[config.mk]
export PLATFORM = sky130hd
export DESIGN_NAME = mag_minmax_calibrator_top
export DESIGN_NICKNAME = d
export VERILOG_FILES = /design/src/hw/rtl/mmc_pkg.sv /design/src/hw/rtl/mmc_div.sv /design/src/hw/rtl/mmc_lane.sv /design/src/hw/rtl/mmc_merge.sv /design/src/hw/rtl/mag_minmax_calibrator_top.sv
export SDC_FILE = /design/constraint.sdc
export NUM_CORES = 2
export LEC_CHECK = 0
export ABC_AREA = 1
export BUFFER_PORTS_ARGS = -buffer_cell sky130_fd_sc_hd__buf_2
export CORE_ASPECT_RATIO = 1.4
export CORE_UTILIZATION = 40
export CTS_CLUSTER_DIAMETER = 60
export CTS_CLUSTER_SIZE = 40
export DETAILED_ROUTE_END_ITERATION = 10
export PLACE_DENSITY_LB_ADDON = 0.05
export RECOVER_POWER = 50
export SYNTH_ARGS = -nofsm -noshare
export SYNTH_HDL_FRONTEND = slang
export SYNTH_SLANG_ARGS = --single-unit
[constraint.sdc]
create_clock -name i_clk -period 30.9 [get_ports i_clk]
set_clock_uncertainty 0.15 [all_clocks]
set_input_delay 7.725 -clock i_clk [delete_from_list [all_inputs] [get_ports i_clk]]
set_output_delay 7.725 -clock i_clk [all_outputs]
set_load 0.02 [all_outputs]
[src/hw/rtl/mmc_pkg.sv]
// mmc_pkg: shared widths, register map, payload and configuration types
// for the magnetometer min/max calibrator. Depends on nothing.

package mmc_pkg;

    localparam int SAMPLE_W        = 16;
    localparam int SPAN_W          = SAMPLE_W;
    localparam int SUM_W           = SPAN_W + 2;
    localparam int SCALE_W         = 16;
    localparam int RADIUS_W        = 15;
    localparam int SCALE_FRAC_BITS = 14;
    localparam int NUM_AXES        = 3;

    localparam int APB_ADDR_W = 5;
    localparam int APB_DATA_W = 32;
    localparam int REG_IDX_W  = 3;

    // register indexes, byte address = 4 * index
    localparam logic [REG_IDX_W-1:0] REG_CAL_ENABLE = 3'd0;
    localparam logic [REG_IDX_W-1:0] REG_FB_OFF_X   = 3'd1;
    localparam logic [REG_IDX_W-1:0] REG_FB_OFF_Y   = 3'd2;
    localparam logic [REG_IDX_W-1:0] REG_FB_OFF_Z   = 3'd3;
    localparam logic [REG_IDX_W-1:0] REG_FB_SCALE_X = 3'd4;
    localparam logic [REG_IDX_W-1:0] REG_FB_SCALE_Y = 3'd5;
    localparam logic [REG_IDX_W-1:0] REG_FB_SCALE_Z = 3'd6;
    localparam logic [REG_IDX_W-1:0] REG_MIN_RADIUS = 3'd7;

    localparam logic [SCALE_W-1:0]  FB_SCALE_RST   = 16'd16384;
    localparam logic [RADIUS_W-1:0] MIN_RADIUS_RST = 15'd2;

    typedef struct packed {
        logic signed [SAMPLE_W-1:0] mag_x;
        logic signed [SAMPLE_W-1:0] mag_y;
        logic signed [SAMPLE_W-1:0] mag_z;
        logic                       has_sample;
        logic                       finish;
    } t_in_item;

    // hard_x/y/z: hard-iron offsets, Q12.4
    typedef struct packed {
        logic signed [SAMPLE_W-1:0] hard_x;
        logic signed [SAMPLE_W-1:0] hard_y;
        logic signed [SAMPLE_W-1:0] hard_z;
        logic        [SCALE_W-1:0]  scale_x;
        logic        [SCALE_W-1:0]  scale_y;
        logic        [SCALE_W-1:0]  scale_z;
        logic                       calibrated;
    } t_out_item;

    typedef struct packed {
        logic                                cal_enable;
        logic [NUM_AXES-1:0][SAMPLE_W-1:0]   fb_offset;
        logic [NUM_AXES-1:0][SCALE_W-1:0]    fb_scale;
        logic [RADIUS_W-1:0]                 min_radius;
    } t_cfg;

endpackage

[src/hw/rtl/mmc_div.sv]
// mmc_div: radix-2 restoring divider, one quotient bit per cycle,
// quotient saturated to QUO_W bits. Depends on nothing.

module mmc_div #(
    parameter int DVD_W = 32,
    parameter int DIV_W = 18,
    parameter int QUO_W = 16
) (
    input  logic             i_clk,
    input  logic             i_rst_n,
    input  logic             i_start,
    input  logic [DVD_W-1:0] i_dividend,
    input  logic [DIV_W-1:0] i_divisor,
    output logic             o_busy,
    output logic [QUO_W-1:0] o_quotient
);
    localparam int CNT_W = $clog2(DVD_W + 1);

    logic [DVD_W-1:0] r_dvd, n_dvd;   // dividend in, quotient bits shift in at the bottom
    logic [DIV_W-1:0] r_rem, n_rem;
    logic [DIV_W-1:0] r_div;
    logic [CNT_W-1:0] r_cnt;

    logic [DIV_W:0] w_trial;
    logic [DIV_W:0] w_diff;
    logic           w_ge;
    logic           w_sat;

    assign w_trial = {r_rem, r_dvd[DVD_W-1]};
    assign w_diff  = w_trial - {1'b0, r_div};
    assign w_ge    = (w_trial >= {1'b0, r_div});
    assign n_rem   = w_ge ? w_diff[DIV_W-1:0] : w_trial[DIV_W-1:0];
    assign n_dvd   = {r_dvd[DVD_W-2:0], w_ge};

    always_ff @(posedge i_clk) begin
        if (!i_rst_n) begin
            r_cnt <= '0;
        end else if (i_start) begin
            r_cnt <= CNT_W'(DVD_W);
        end else if (o_busy) begin
            r_cnt <= r_cnt - 1'b1;
        end
    end

    always_ff @(posedge i_clk) begin
        if (i_start) begin
            r_dvd <= i_dividend;
            r_rem <= '0;
            r_div <= i_divisor;
        end else if (o_busy) begin
            r_dvd <= n_dvd;
            r_rem <= n_rem;
        end
    end

    assign o_busy     = (r_cnt != '0);
    assign w_sat      = |r_dvd[DVD_W-1:QUO_W];
    assign o_quotient = w_sat ? {QUO_W{1'b1}} : r_dvd[QUO_W-1:0];

endmodule

[src/hw/rtl/mmc_lane.sv]
// mmc_lane: one axis - running min/max tracker, offset and span, and a
// serial divider for the scale. Depends on mmc_pkg and mmc_div.

module mmc_lane #(
    parameter int SCALE_FRAC_BITS = mmc_pkg::SCALE_FRAC_BITS
) (
    input  logic                                i_clk,
    input  logic                                i_rst_n,
    input  logic                                i_upd,
    input  logic signed [mmc_pkg::SAMPLE_W-1:0] i_sample,
    input  logic                                i_clr,
    input  logic                                i_start,
    input  logic [mmc_pkg::SUM_W-1:0]           i_sum,
    output logic [mmc_pkg::SPAN_W-1:0]          o_span,
    output logic signed [mmc_pkg::SAMPLE_W-1:0] o_offset,
    output logic [mmc_pkg::SCALE_W-1:0]         o_scale,
    output logic                                o_busy
);
    localparam int W     = mmc_pkg::SAMPLE_W;
    localparam int DVD_W = mmc_pkg::SUM_W + SCALE_FRAC_BITS;

    logic signed [W-1:0] r_low, r_high;
    logic signed [W-1:0] r_offset;

    logic [W:0]                 w_diff;
    logic [W:0]                 w_pair;
    logic [mmc_pkg::SUM_W-1:0]  w_divisor;
    logic [DVD_W-1:0]           w_dividend;

    always_ff @(posedge i_clk) begin
        if (!i_rst_n || i_clr) begin
            r_low  <= {1'b0, {(W-1){1'b1}}};
            r_high <= {1'b1, {(W-1){1'b0}}};
        end else if (i_upd) begin
            if (i_sample < r_low) begin
                r_low <= i_sample;
            end
            if (i_sample > r_high) begin
                r_high <= i_sample;
            end
        end
    end

    // high >= low whenever a sample was seen, so the span fits W unsigned bits
    assign w_diff = {r_high[W-1], r_high} - {r_low[W-1], r_low};
    assign o_span = w_diff[W-1:0];

    // floor((low + high) / 2) is an arithmetic shift of the W+1 bit sum
    assign w_pair = {r_high[W-1], r_high} + {r_low[W-1], r_low};

    always_ff @(posedge i_clk) begin
        if (i_start) begin
            r_offset <= w_pair[W:1];
        end
    end

    assign o_offset   = r_offset;
    assign w_divisor  = {2'b00, o_span} + {1'b0, o_span, 1'b0};
    assign w_dividend = {i_sum, {SCALE_FRAC_BITS{1'b0}}};

    mmc_div #(
        .DVD_W (DVD_W),
        .DIV_W (mmc_pkg::SUM_W),
        .QUO_W (mmc_pkg::SCALE_W)
    ) u_div (
        .i_clk      (i_clk),
        .i_rst_n    (i_rst_n),
        .i_start    (i_start),
        .i_dividend (w_dividend),
        .i_divisor  (w_divisor),
        .o_busy     (o_busy),
        .o_quotient (o_scale)
    );

endmodule

[src/hw/rtl/mmc_merge.sv]
// mmc_merge: combines the three lanes - spread checks, span sum, and the
// choice between computed and fallback values. Depends on mmc_pkg.

module mmc_merge (
    input  logic                                                    i_clk,
    input  logic                                                    i_rst_n,
    input  logic                                                    i_check,
    input  logic                                                    i_seen,
    input  mmc_pkg::t_cfg                                           i_cfg,
    input  logic [mmc_pkg::NUM_AXES-1:0][mmc_pkg::SPAN_W-1:0]       i_span,
    input  logic [mmc_pkg::NUM_AXES-1:0][mmc_pkg::SAMPLE_W-1:0]     i_offset,
    input  logic [mmc_pkg::NUM_AXES-1:0][mmc_pkg::SCALE_W-1:0]      i_scale,
    output logic                                                    o_ok,
    output logic [mmc_pkg::SUM_W-1:0]                               o_sum,
    output mmc_pkg::t_out_item                                      o_result
);
    localparam int N = mmc_pkg::NUM_AXES;

    logic [mmc_pkg::SPAN_W-1:0] w_thr2;
    logic [mmc_pkg::SUM_W-1:0]  w_thr6;
    logic [N-1:0]               w_wide;
    logic                       r_ok;

    assign w_thr2 = {i_cfg.min_radius, 1'b0};
    assign w_thr6 = {1'b0, i_cfg.min_radius, 2'b00} + {2'b00, i_cfg.min_radius, 1'b0};
    assign o_sum  = {2'b00, i_span[0]} + {2'b00, i_span[1]} + {2'b00, i_span[2]};

    always_comb begin
        for (int a = 0; a < N; a++) begin
            w_wide[a] = (i_span[a] > w_thr2);
        end
    end

    assign o_ok = i_cfg.cal_enable && i_seen && (&w_wide) && (o_sum > w_thr6);

    always_ff @(posedge i_clk) begin
        if (!i_rst_n) begin
            r_ok <= 1'b0;
        end else if (i_check) begin
            r_ok <= o_ok;
        end
    end

    always_comb begin
        if (r_ok) begin
            o_result.hard_x  = i_offset[0];
            o_result.hard_y  = i_offset[1];
            o_result.hard_z  = i_offset[2];
            o_result.scale_x = i_scale[0];
            o_result.scale_y = i_scale[1];
            o_result.scale_z = i_scale[2];
        end else begin
            o_result.hard_x  = i_cfg.fb_offset[0];
            o_result.hard_y  = i_cfg.fb_offset[1];
            o_result.hard_z  = i_cfg.fb_offset[2];
            o_result.scale_x = i_cfg.fb_scale[0];
            o_result.scale_y = i_cfg.fb_scale[1];
            o_result.scale_z = i_cfg.fb_scale[2];
        end
        o_result.calibrated = r_ok;
    end

endmodule

[src/hw/rtl/mag_minmax_calibrator_top.sv]
// mag_minmax_calibrator_top: three axis lanes and a merge stage; depends on mmc_pkg,
// mmc_lane, mmc_div, mmc_merge. Sample items are taken one per cycle and give no result.
// Finish item, calibrated: CHECK judges the window, DIV runs the divider steps and waits
// to see them end, DONE loads the result. Fallback skips DIV and goes from CHECK to DONE.
// Input is held off until the load; a full output register stretches it. Reset (sync,
// low): trackers empty, defaults.

module mag_minmax_calibrator_top #(
    parameter int SCALE_FRAC_BITS = mmc_pkg::SCALE_FRAC_BITS
) (
    input  logic                               i_clk,
    input  logic                               i_rst_n,
    // input item channel
    input  logic                               i_in_valid,
    output logic                               o_in_ready,
    input  mmc_pkg::t_in_item                  i_in_data,
    // result item channel
    output logic                               o_out_valid,
    input  logic                               i_out_ready,
    output mmc_pkg::t_out_item                 o_out_data,
    // configuration port
    input  logic                               psel,
    input  logic                               penable,
    input  logic                               pwrite,
    input  logic [mmc_pkg::APB_ADDR_W-1:0]     paddr,
    input  logic [mmc_pkg::APB_DATA_W-1:0]     pwdata,
    output logic [mmc_pkg::APB_DATA_W-1:0]     prdata,
    output logic                               pready
);
    localparam int N = mmc_pkg::NUM_AXES;

    // one-hot control: IDLE takes items, CHECK judges the window and, if it
    // passes, starts the lanes, DIV waits on the dividers, DONE loads the output register
    typedef enum logic [3:0] {
        S_IDLE  = 4'b0001,
        S_CHECK = 4'b0010,
        S_DIV   = 4'b0100,
        S_DONE  = 4'b1000
    } t_state;

    t_state r_state, n_state;

    mmc_pkg::t_cfg      r_cfg;
    mmc_pkg::t_out_item r_out;
    logic               r_out_valid;
    logic               r_seen;

    logic                         w_in_fire;
    logic                         w_upd;
    logic                         w_check;
    logic                         w_start;
    logic                         w_load;
    logic                         w_ok;
    logic                         w_cfg_wr;
    logic [mmc_pkg::REG_IDX_W-1:0] w_idx;
    logic [mmc_pkg::SUM_W-1:0]    w_sum;
    logic [N-1:0]                 w_busy;
    mmc_pkg::t_out_item           w_result;

    logic signed [mmc_pkg::SAMPLE_W-1:0]           w_sample [N];
    logic [N-1:0][mmc_pkg::SPAN_W-1:0]             w_span;
    logic [N-1:0][mmc_pkg::SAMPLE_W-1:0]           w_offset;
    logic [N-1:0][mmc_pkg::SCALE_W-1:0]            w_scale;

    // ---------------------------------------------------------------
    // configuration registers, APB writes complete in the access phase
    // ---------------------------------------------------------------
    assign pready   = 1'b1;
    assign w_cfg_wr = psel && penable && pwrite && pready;
    assign w_idx    = paddr[mmc_pkg::APB_ADDR_W-1:2];

    always_ff @(posedge i_clk) begin
        if (!i_rst_n) begin
            r_cfg.cal_enable <= 1'b1;
            r_cfg.fb_offset  <= '0;
            r_cfg.fb_scale   <= {N{mmc_pkg::FB_SCALE_RST}};
            r_cfg.min_radius <= mmc_pkg::MIN_RADIUS_RST;
        end else if (w_cfg_wr) begin
            unique case (w_idx)
                mmc_pkg::REG_CAL_ENABLE: r_cfg.cal_enable   <= pwdata[0];
                mmc_pkg::REG_FB_OFF_X:   r_cfg.fb_offset[0] <= pwdata[15:0];
                mmc_pkg::REG_FB_OFF_Y:   r_cfg.fb_offset[1] <= pwdata[15:0];
                mmc_pkg::REG_FB_OFF_Z:   r_cfg.fb_offset[2] <= pwdata[15:0];
                mmc_pkg::REG_FB_SCALE_X: r_cfg.fb_scale[0]  <= pwdata[15:0];
                mmc_pkg::REG_FB_SCALE_Y: r_cfg.fb_scale[1]  <= pwdata[15:0];
                mmc_pkg::REG_FB_SCALE_Z: r_cfg.fb_scale[2]  <= pwdata[15:0];
                mmc_pkg::REG_MIN_RADIUS: r_cfg.min_radius   <= pwdata[14:0];
            endcase
        end
    end

    always_comb begin
        prdata = '0;
        unique case (w_idx)
            mmc_pkg::REG_CAL_ENABLE: prdata[0]    = r_cfg.cal_enable;
            mmc_pkg::REG_FB_OFF_X:   prdata[15:0] = r_cfg.fb_offset[0];
            mmc_pkg::REG_FB_OFF_Y:   prdata[15:0] = r_cfg.fb_offset[1];
            mmc_pkg::REG_FB_OFF_Z:   prdata[15:0] = r_cfg.fb_offset[2];
            mmc_pkg::REG_FB_SCALE_X: prdata[15:0] = r_cfg.fb_scale[0];
            mmc_pkg::REG_FB_SCALE_Y: prdata[15:0] = r_cfg.fb_scale[1];
            mmc_pkg::REG_FB_SCALE_Z: prdata[15:0] = r_cfg.fb_scale[2];
            mmc_pkg::REG_MIN_RADIUS: prdata[14:0] = r_cfg.min_radius;
        endcase
    end

    // ---------------------------------------------------------------
    // control
    // ---------------------------------------------------------------
    // items are taken in IDLE even while a result still waits downstream
    assign o_in_ready = (r_state == S_IDLE);
    assign w_in_fire  = i_in_valid && o_in_ready;
    assign w_upd      = w_in_fire && i_in_data.has_sample;
    assign w_check    = (r_state == S_CHECK);
    assign w_start    = w_check && w_ok;
    // result loads once the output register is free or being drained
    assign w_load     = (r_state == S_DONE) && (!r_out_valid || i_out_ready);

    always_comb begin
        n_state = r_state;
        unique case (r_state)
            S_IDLE:  if (w_in_fire && i_in_data.finish) n_state = S_CHECK;
            S_CHECK: n_state = w_ok ? S_DIV : S_DONE;
            S_DIV:   if (w_busy == '0) n_state = S_DONE;
            S_DONE:  if (w_load) n_state = S_IDLE;
            default: n_state = S_IDLE;
        endcase
    end

    always_ff @(posedge i_clk) begin
        if (!i_rst_n) begin
            r_state <= S_IDLE;
        end else begin
            r_state <= n_state;
        end
    end

    // the finish item's own sample lands at the accept edge, before CHECK
    always_ff @(posedge i_clk) begin
        if (!i_rst_n || w_check) begin
            r_seen <= 1'b0;
        end else if (w_upd) begin
            r_seen <= 1'b1;
        end
    end

    // ---------------------------------------------------------------
    // axis lanes
    // ---------------------------------------------------------------
    assign w_sample[0] = i_in_data.mag_x;
    assign w_sample[1] = i_in_data.mag_y;
    assign w_sample[2] = i_in_data.mag_z;

    for (genvar g = 0; g < N; g++) begin : g_lane
        mmc_lane #(
            .SCALE_FRAC_BITS (SCALE_FRAC_BITS)
        ) u_lane (
            .i_clk    (i_clk),
            .i_rst_n  (i_rst_n),
            .i_upd    (w_upd),
            .i_sample (w_sample[g]),
            .i_clr    (w_check),
            .i_start  (w_start),
            .i_sum    (w_sum),
            .o_span   (w_span[g]),
            .o_offset (w_offset[g]),
            .o_scale  (w_scale[g]),
            .o_busy   (w_busy[g])
        );
    end

    mmc_merge u_merge (
        .i_clk    (i_clk),
        .i_rst_n  (i_rst_n),
        .i_check  (w_check),
        .i_seen   (r_seen),
        .i_cfg    (r_cfg),
        .i_span   (w_span),
        .i_offset (w_offset),
        .i_scale  (w_scale),
        .o_ok     (w_ok),
        .o_sum    (w_sum),
        .o_result (w_result)
    );

    // ---------------------------------------------------------------
    // output register
    // ---------------------------------------------------------------
    always_ff @(posedge i_clk) begin
        if (!i_rst_n) begin
            r_out_valid <= 1'b0;
        end else if (w_load) begin
            r_out_valid <= 1'b1;
        end else if (i_out_ready) begin
            r_out_valid <= 1'b0;
        end
    end

    always_ff @(posedge i_clk) begin
        if (w_load) begin
            r_out <= w_result;
        end
    end

    assign o_out_valid = r_out_valid;
    assign o_out_data  = r_out;

    // ---------------------------------------------------------------
    // checks
    // ---------------------------------------------------------------
    a_finish_to_check: assert property (@(posedge i_clk) disable iff (!i_rst_n)
        (w_in_fire && i_in_data.finish) |=> (r_state == S_CHECK))
        else $error("finish item did not enter the check cycle");

    a_lanes_lockstep: assert property (@(posedge i_clk) disable iff (!i_rst_n)
        (w_busy[0] == w_busy[1]) && (w_busy[1] == w_busy[2]))
        else $error("lane dividers out of step");

    a_cal_scale_nonzero: assert property (@(posedge i_clk) disable iff (!i_rst_n)
        (o_out_valid && o_out_data.calibrated) |->
        (o_out_data.scale_x != '0 && o_out_data.scale_y != '0 && o_out_data.scale_z != '0))
        else $error("calibrated item carries a zero scale");

    a_load_from_done: assert property (@(posedge i_clk) disable iff (!i_rst_n)
        $rose(o_out_valid) |-> $past(r_state == S_DONE))
        else $error("result raised outside the load state");

endmodule

# Word-level counts from Yosys, hierarchy flattened
# Cells that the tools add are included.
# Widths: inputs -> output; s select.
[op_classes]
n_addsub = 18
mul = 0
div = 0
n_lt_le_gt_ge = 13
eq_ne = 14
shifts = 0
mux = 29
bitwise_logic = 1
reduce_logical = 43
[ops]
columns = ["cell", "n"]
rows = [
  ["$mux 32", 6],
  ["$pmux 14 s7", 1],
  ["$gt 16x16->1", 6],
  ["$mux 96", 1],
  ["$add 16x16->17", 4],
  ["$ge 19x18->1", 3],
  ["$add 16x17->18", 3],
  ["$mux 18", 3],
  ["$sub 18x18->18", 3],
  ["$lt 16x16->1", 3],
  ["$mux 16", 3],
  ["$reduce_or 16->1", 3],
  ["$sub 16x16->16", 3],
  ["$mux 6", 6],
  ["$reduce_and 2->1", 14],
  ["$add 17x16->18", 1],
  ["$add 18x16->18", 1],
  ["$gt 18x18->1", 1],
  ["$reduce_bool 6->1", 3],
  ["$sub 6x1->6 const B", 3],
  ["$mux 4", 4],
  ["$pmux 4 s4", 1],
  ["$eq 3x3->1 const B", 4],
  ["$logic_and 1x1->1", 10],
  ["18 further kinds", 28],
]
[totals]
ff_bits = 582
latchBits = 0
mem_bits_rw = 0
rom_bits = 0
inputBits = 94
out_inout_bits = 132
elab_cells = 164
memories = 0

# Depth between registers and ports, before layout
[depth]
depth_word = 7
ltp_mapped = 42

# Hierarchy
# A second synthesis with hierarchy kept.
[hier_totals]
cells_unflattened = 5169
hier_area_um2 = 40632.7
[by_module_without_submodules]
columns = ["module", "n_inst", "cells_each", "area_each_um2", "seq_area_each_um2"]
rows = [
  ["mmc_lane at g_lane[1].u_lane ...", 2, 691, 4897.2, 1121.1],
  ["mmc_div at g_lane[1].u_lane.u_div ...", 2, 558, 4395.5, 1981.9],
  ["mag_minmax_calibrator_top", 1, 817, 8267.9, 5275.1],
  ["mmc_lane at g_lane[0].u_lane", 1, 678, 4870.9, 1121.1],
  ["mmc_merge", 1, 621, 4585.6, 20.0],
  ["mmc_div at g_lane[0].u_lane.u_div", 1, 555, 4322.9, 1981.9],
]

# Least setup slack after synthesis
# Ideal clock, no wire load.
[synth_path]
kind = "input -> register"
startpoint = "input port i_out_ready"
endpoint = "register r_out (netlist bit o_out_data[0]), enable pin"
setup_time_ns = 0.791
arrival_ns = 16.885
required_time_ns = 29.959
path_slack_ns = 13.074
stages = 2
path_buffers = 0
path_cell_list = "nor2_1 nor4_1"
[synth_between]
elab_chain_len = 2
[synth_rtl]
columns = ["element", "line", "rtl"]
rows = [
  ["start: declaration", "mag_minmax_calibrator_top.sv:19", "input logic i_out_ready,"],
  ["$logic_or 1x1->1", "mag_minmax_calibrator_top.sv:116", "assign w_load = (r_state == S_DONE) && (!r_out_valid || i_out_ready);"],
  ["$logic_and 1x1->1", "mag_minmax_calibrator_top.sv:116", ""],
  ["via w_load", "mag_minmax_calibrator_top.sv:52", "logic w_load;"],
  ["end signal: assignment", "mag_minmax_calibrator_top.sv:200", "r_out <= w_result;"],
  ["end: declaration", "mag_minmax_calibrator_top.sv:44", "mmc_pkg::t_out_item r_out;"],
]
# The timed path passes the listed nets, and every way through them passes these cells.
# A chain may end at the register's enable or synchronous reset.

# Worst setup path after layout
[layout_path]
startpoint = "input port paddr[4] (netlist name)"
endpoint = "output port prdata[13] (netlist name)"
[layout_between]
elab_chain_len = 2
word_cells_on_any_way = 8
[layout_rtl]
columns = ["element", "line", "rtl"]
rows = [
  ["start: declaration", "mag_minmax_calibrator_top.sv:25", "input logic [mmc_pkg::APB_ADDR_W-1:0] paddr,"],
  ["$eq 3x3->1, or another cell as far along", "mag_minmax_calibrator_top.sv:94", "unique case (w_idx)"],
  ["$pmux 14 s7 (*)", "mag_minmax_calibrator_top.sv:94", ""],
  ["end: declaration", "mag_minmax_calibrator_top.sv:27", "output logic [mmc_pkg::APB_DATA_W-1:0] prdata,"],
]
# Every way passes the cells marked *; elsewhere a longest branch is shown, timed or not.

==> results_dict.tcl <==
set metrics [dict create \
    status "complete, but fails checks" \
    violations "max-capacitance violations, max-slew violations" \
    place_area_sq_mm 0.03987 \
    grt_pass1_wl_um 181500 \
    viasPerCell 5.178 \
    yosys_warnings 0 \
    fmax_mhz 56.81 \
    seq_area_frac_synth 0.3750 \
    post-route-min-period_ps 17600 \
    grt_pass1_vias 30910 \
    cts_inserted_buffers 49 \
    netlist_instances 4852 \
    synth_top_area_cell "edfxtp_1" \
    synth_edf_count 253 \
    dieHeight_um 365.9 \
    whs_ps 314.3 \
    worstMarginPinSlew_ps 3957 \
    avgSynthCellArea_sq_um 7.796 \
    htree_levels 2 \
    wl_per_cell_um 19.25 \
    cts_buffer_depth 3 \
    drt_iter0_markers 1995 \
    power_leakage_nw 19.97 \
    overflow 0 \
    core_sq_mm 0.09386 \
    path_clk_slew_ps 80 \
    synthArstFlopShare 0 \
    vias 32250 \
    drt-pass1-iter-count 5 \
    rows 133 \
    ys.flop_type "dfxtp_1" \
    postCtsHoldBufs 0 \
    cts_tree "yes" \
    rsz0062_at_grt "false" \
    port_buffers 190 \
    gr-usage-all-layers 0.2476 \
    cp.required_ps 23030 \
    pre_cts_slack_ps 13370 \
    fin_ws_ps 13300 \
    vdd_drop_max_mv 0.04913 \
    areaGrowthSynthToFinish_pct 10.01 \
    post-cts-setup-buffers 0 \
    worstSkewPairLatency_ps 650 \
    cp-end-kind "output port" \
    routed_wl_um 119900 \
    drcViolationCount 0 \
    cp-start-kind "input pin" \
    dp_hpwl_um 92890 \
    drv_slew 621 \
    synthTopCellsByArea "edfxtp_1 20%, dfxtp_1 17%, ha_1 13%" \
    p_per_area_mw_per_mm2 74.09 \
    yosysTopAreaCellShare 0.2009 \
    cts_resized 0 \
    dieArea_sq_mm 0.09581 \
    grt_max_degree 97 \
    io_pins 226 \
    setup_viol 0 \
    post-layout-total-power_mw 3.083 \
    n_antenna_cell 0 \
    synth.distinct_cells 59 \
    gp_congestion 0.9329 \
    die_w_um 261.9 \
    antenna_found_initial 1 \
    hold_viol 0 \
    hp-class "flip-flop to flip-flop" \
    tns_ps 0 \
    path_class "input pin to output port" \
    layout-drive-gt1-share 0.07261 \
    clkSinkCount 582 \
    netlist_area_sq_mm 0.03783 \
    fin_nets 5483 \
    max-cap-violations 9 \
    synth_seq_cells 582 \
    fin_crit_sh 0.5697 \
    cts-root-buf "clkbuf_16" \
    critPathArrivalTime_ps 9730 \
    start_util 0.4030 \
    postLayoutCellArea_sq_mm 0.04161 \
    max_slew_margin -1.638 \
    ant_nets 0 \
    crit_path_max_fanout 16 \
]
-- cell usage in the layout, fill, tap and decap left out, drive strengths merged, types with 15 or more instances in the layout --
master and count:
a21o 16, fa 15, a21oi 406, edfxtp 253, xor2 141, a221oi 16
o21ai 394, nor4 23, ha 402, nand3 291, dfxtp 329, a21boi 17
a31oi 23, a22oi 16, inv 686, clkbuf 71, nand4 85, conb 17
buf 223, nor3 47, nand2 922, o21bai 18, o211ai 60, nor2 390
xnor2 46
-- power by group --
| part | internal (mW) | leakage, nW | switching, mW |
|---|---|---|---|
| registers | 0.971 | 5.10 | 0.0832 |
| clock network | 0.347 | 0.880 | 0.351 |
| logic | 0.477 | 14.0 | 0.854 |
-- synthesized netlist by cell type, types with 3 or more instances --
cell,n
nand2_1,914
inv_1,654
ha_1,402
a21oi_1,398
nor2_1,385
o21ai_0,381
dfxtp_1,329
nand3_1,290
edfxtp_1,253
xor2_1,141
clkbuf_1,112
nand4_1,84
o211ai_1,60
xnor2_1,46
nor3_1,43
buf_2,27
buf_4,27
a31oi_1,23
nor4_1,23
o21bai_1,18
a21o_1,16
a221oi_1,16
a22oi_1,16
fa_1,15
o31ai_1,14
a21boi_0,13
o21ai_1,13
or2_2,13
inv_2,12
nand3b_1,12
o22ai_1,12
o21a_1,11
a21oi_2,8
nand2_2,8
a211oi_1,7
buf_1,7
o2111ai_1,6
buf_6,4
nor3_2,4
a21boi_1,3
clkinv_1,3
nor2_2,3
nor3b_1,3
o221ai_1,3
-- state kept, by name (all words and copies together) (netlist names) --
signal and count:
g_lane.u_lane.o_offset 48, g_lane.u_lane.r_high 48, g_lane.u_lane.r_low 48, g_lane.u_lane.u_div.r_cnt 18
g_lane.u_lane.u_div.r_div 54, g_lane.u_lane.u_div.r_dvd 96, g_lane.u_lane.u_div.r_rem 54, o_out_data 97
o_out_valid 1, r_cfg 112, r_seen 1, r_state 4
u_merge.r_ok 1
-- critical path, cell delays in order --
cell	delay [ps]
buf_2	140
inv_2	80
nor3_2	920
a221oi_1	340
o2111ai_1	260
buf_2	250
-- layout make-up --
type	count	area (sq um)
clock inverter	31	390.4
inverter	669	2511
multi-input combinational	3437	20360
fill	9722	52250
clock buffer	61	1408
tap	1215	1520
timing repair buffer	233	1241
sequential	582	14180
-- metrics by stage --
stage / utilization / std cells
2_1_floorplan: - / 4867
3_3_place_gp: 0.4248 / 6136
3_5_place_dp: 0.4248 / 6136
4_1_cts: 0.4440 / 6228
5_1_grt: 0.4433 / 6228
6_report: 0.4433 / 6228
-- path summary, 6_finish.rpt --
path,start,to,slack [ps],depth (start not counted)
worst max register to register,g_lane[0].u_lane.r_high[0]$_SDFFE_PP0P_,g_lane[1].u_lane.u_div.r_dvd[20]$_DFFE_PP_,16740,35
worst max-delay path,paddr[4],prdata[13],13300,6
worst min-delay path,g_lane[0].u_lane.u_div.r_cnt[0]$_SDFFE_PP0N_,g_lane[0].u_lane.u_div.r_cnt[0]$_SDFFE_PP0N_,310,2
worst min register to register,g_lane[0].u_lane.u_div.r_cnt[0]$_SDFFE_PP0N_,g_lane[0].u_lane.u_div.r_cnt[0]$_SDFFE_PP0N_,310,2
-- cell families after synthesis --
logic type	count (synthesis)	synth area share
xor gates and xnor gates	187	0.04330
DFF	582	0.3750
adders and majority gates	417	0.1409
and+or+nand+nor	1794	0.2014
other	2	0.0001985
AOI/OAI and AO/OA	1022	0.1506
buffers and inverters	848	0.08858
-- routing by layer --
metal  wire length (um)  vias to the layer above  track usage  share of wire
li1                   -                    16490            -              -
met1              51960                    14980       0.3120           0.43
met2              58390                      598       0.4269           0.49
met3               4400                      181      0.02788          0.037
met4               5159                        2      0.09749          0.043
met5                 11                        -            0       0.000092
Note: power is estimated with default switching activity, not from simulation.
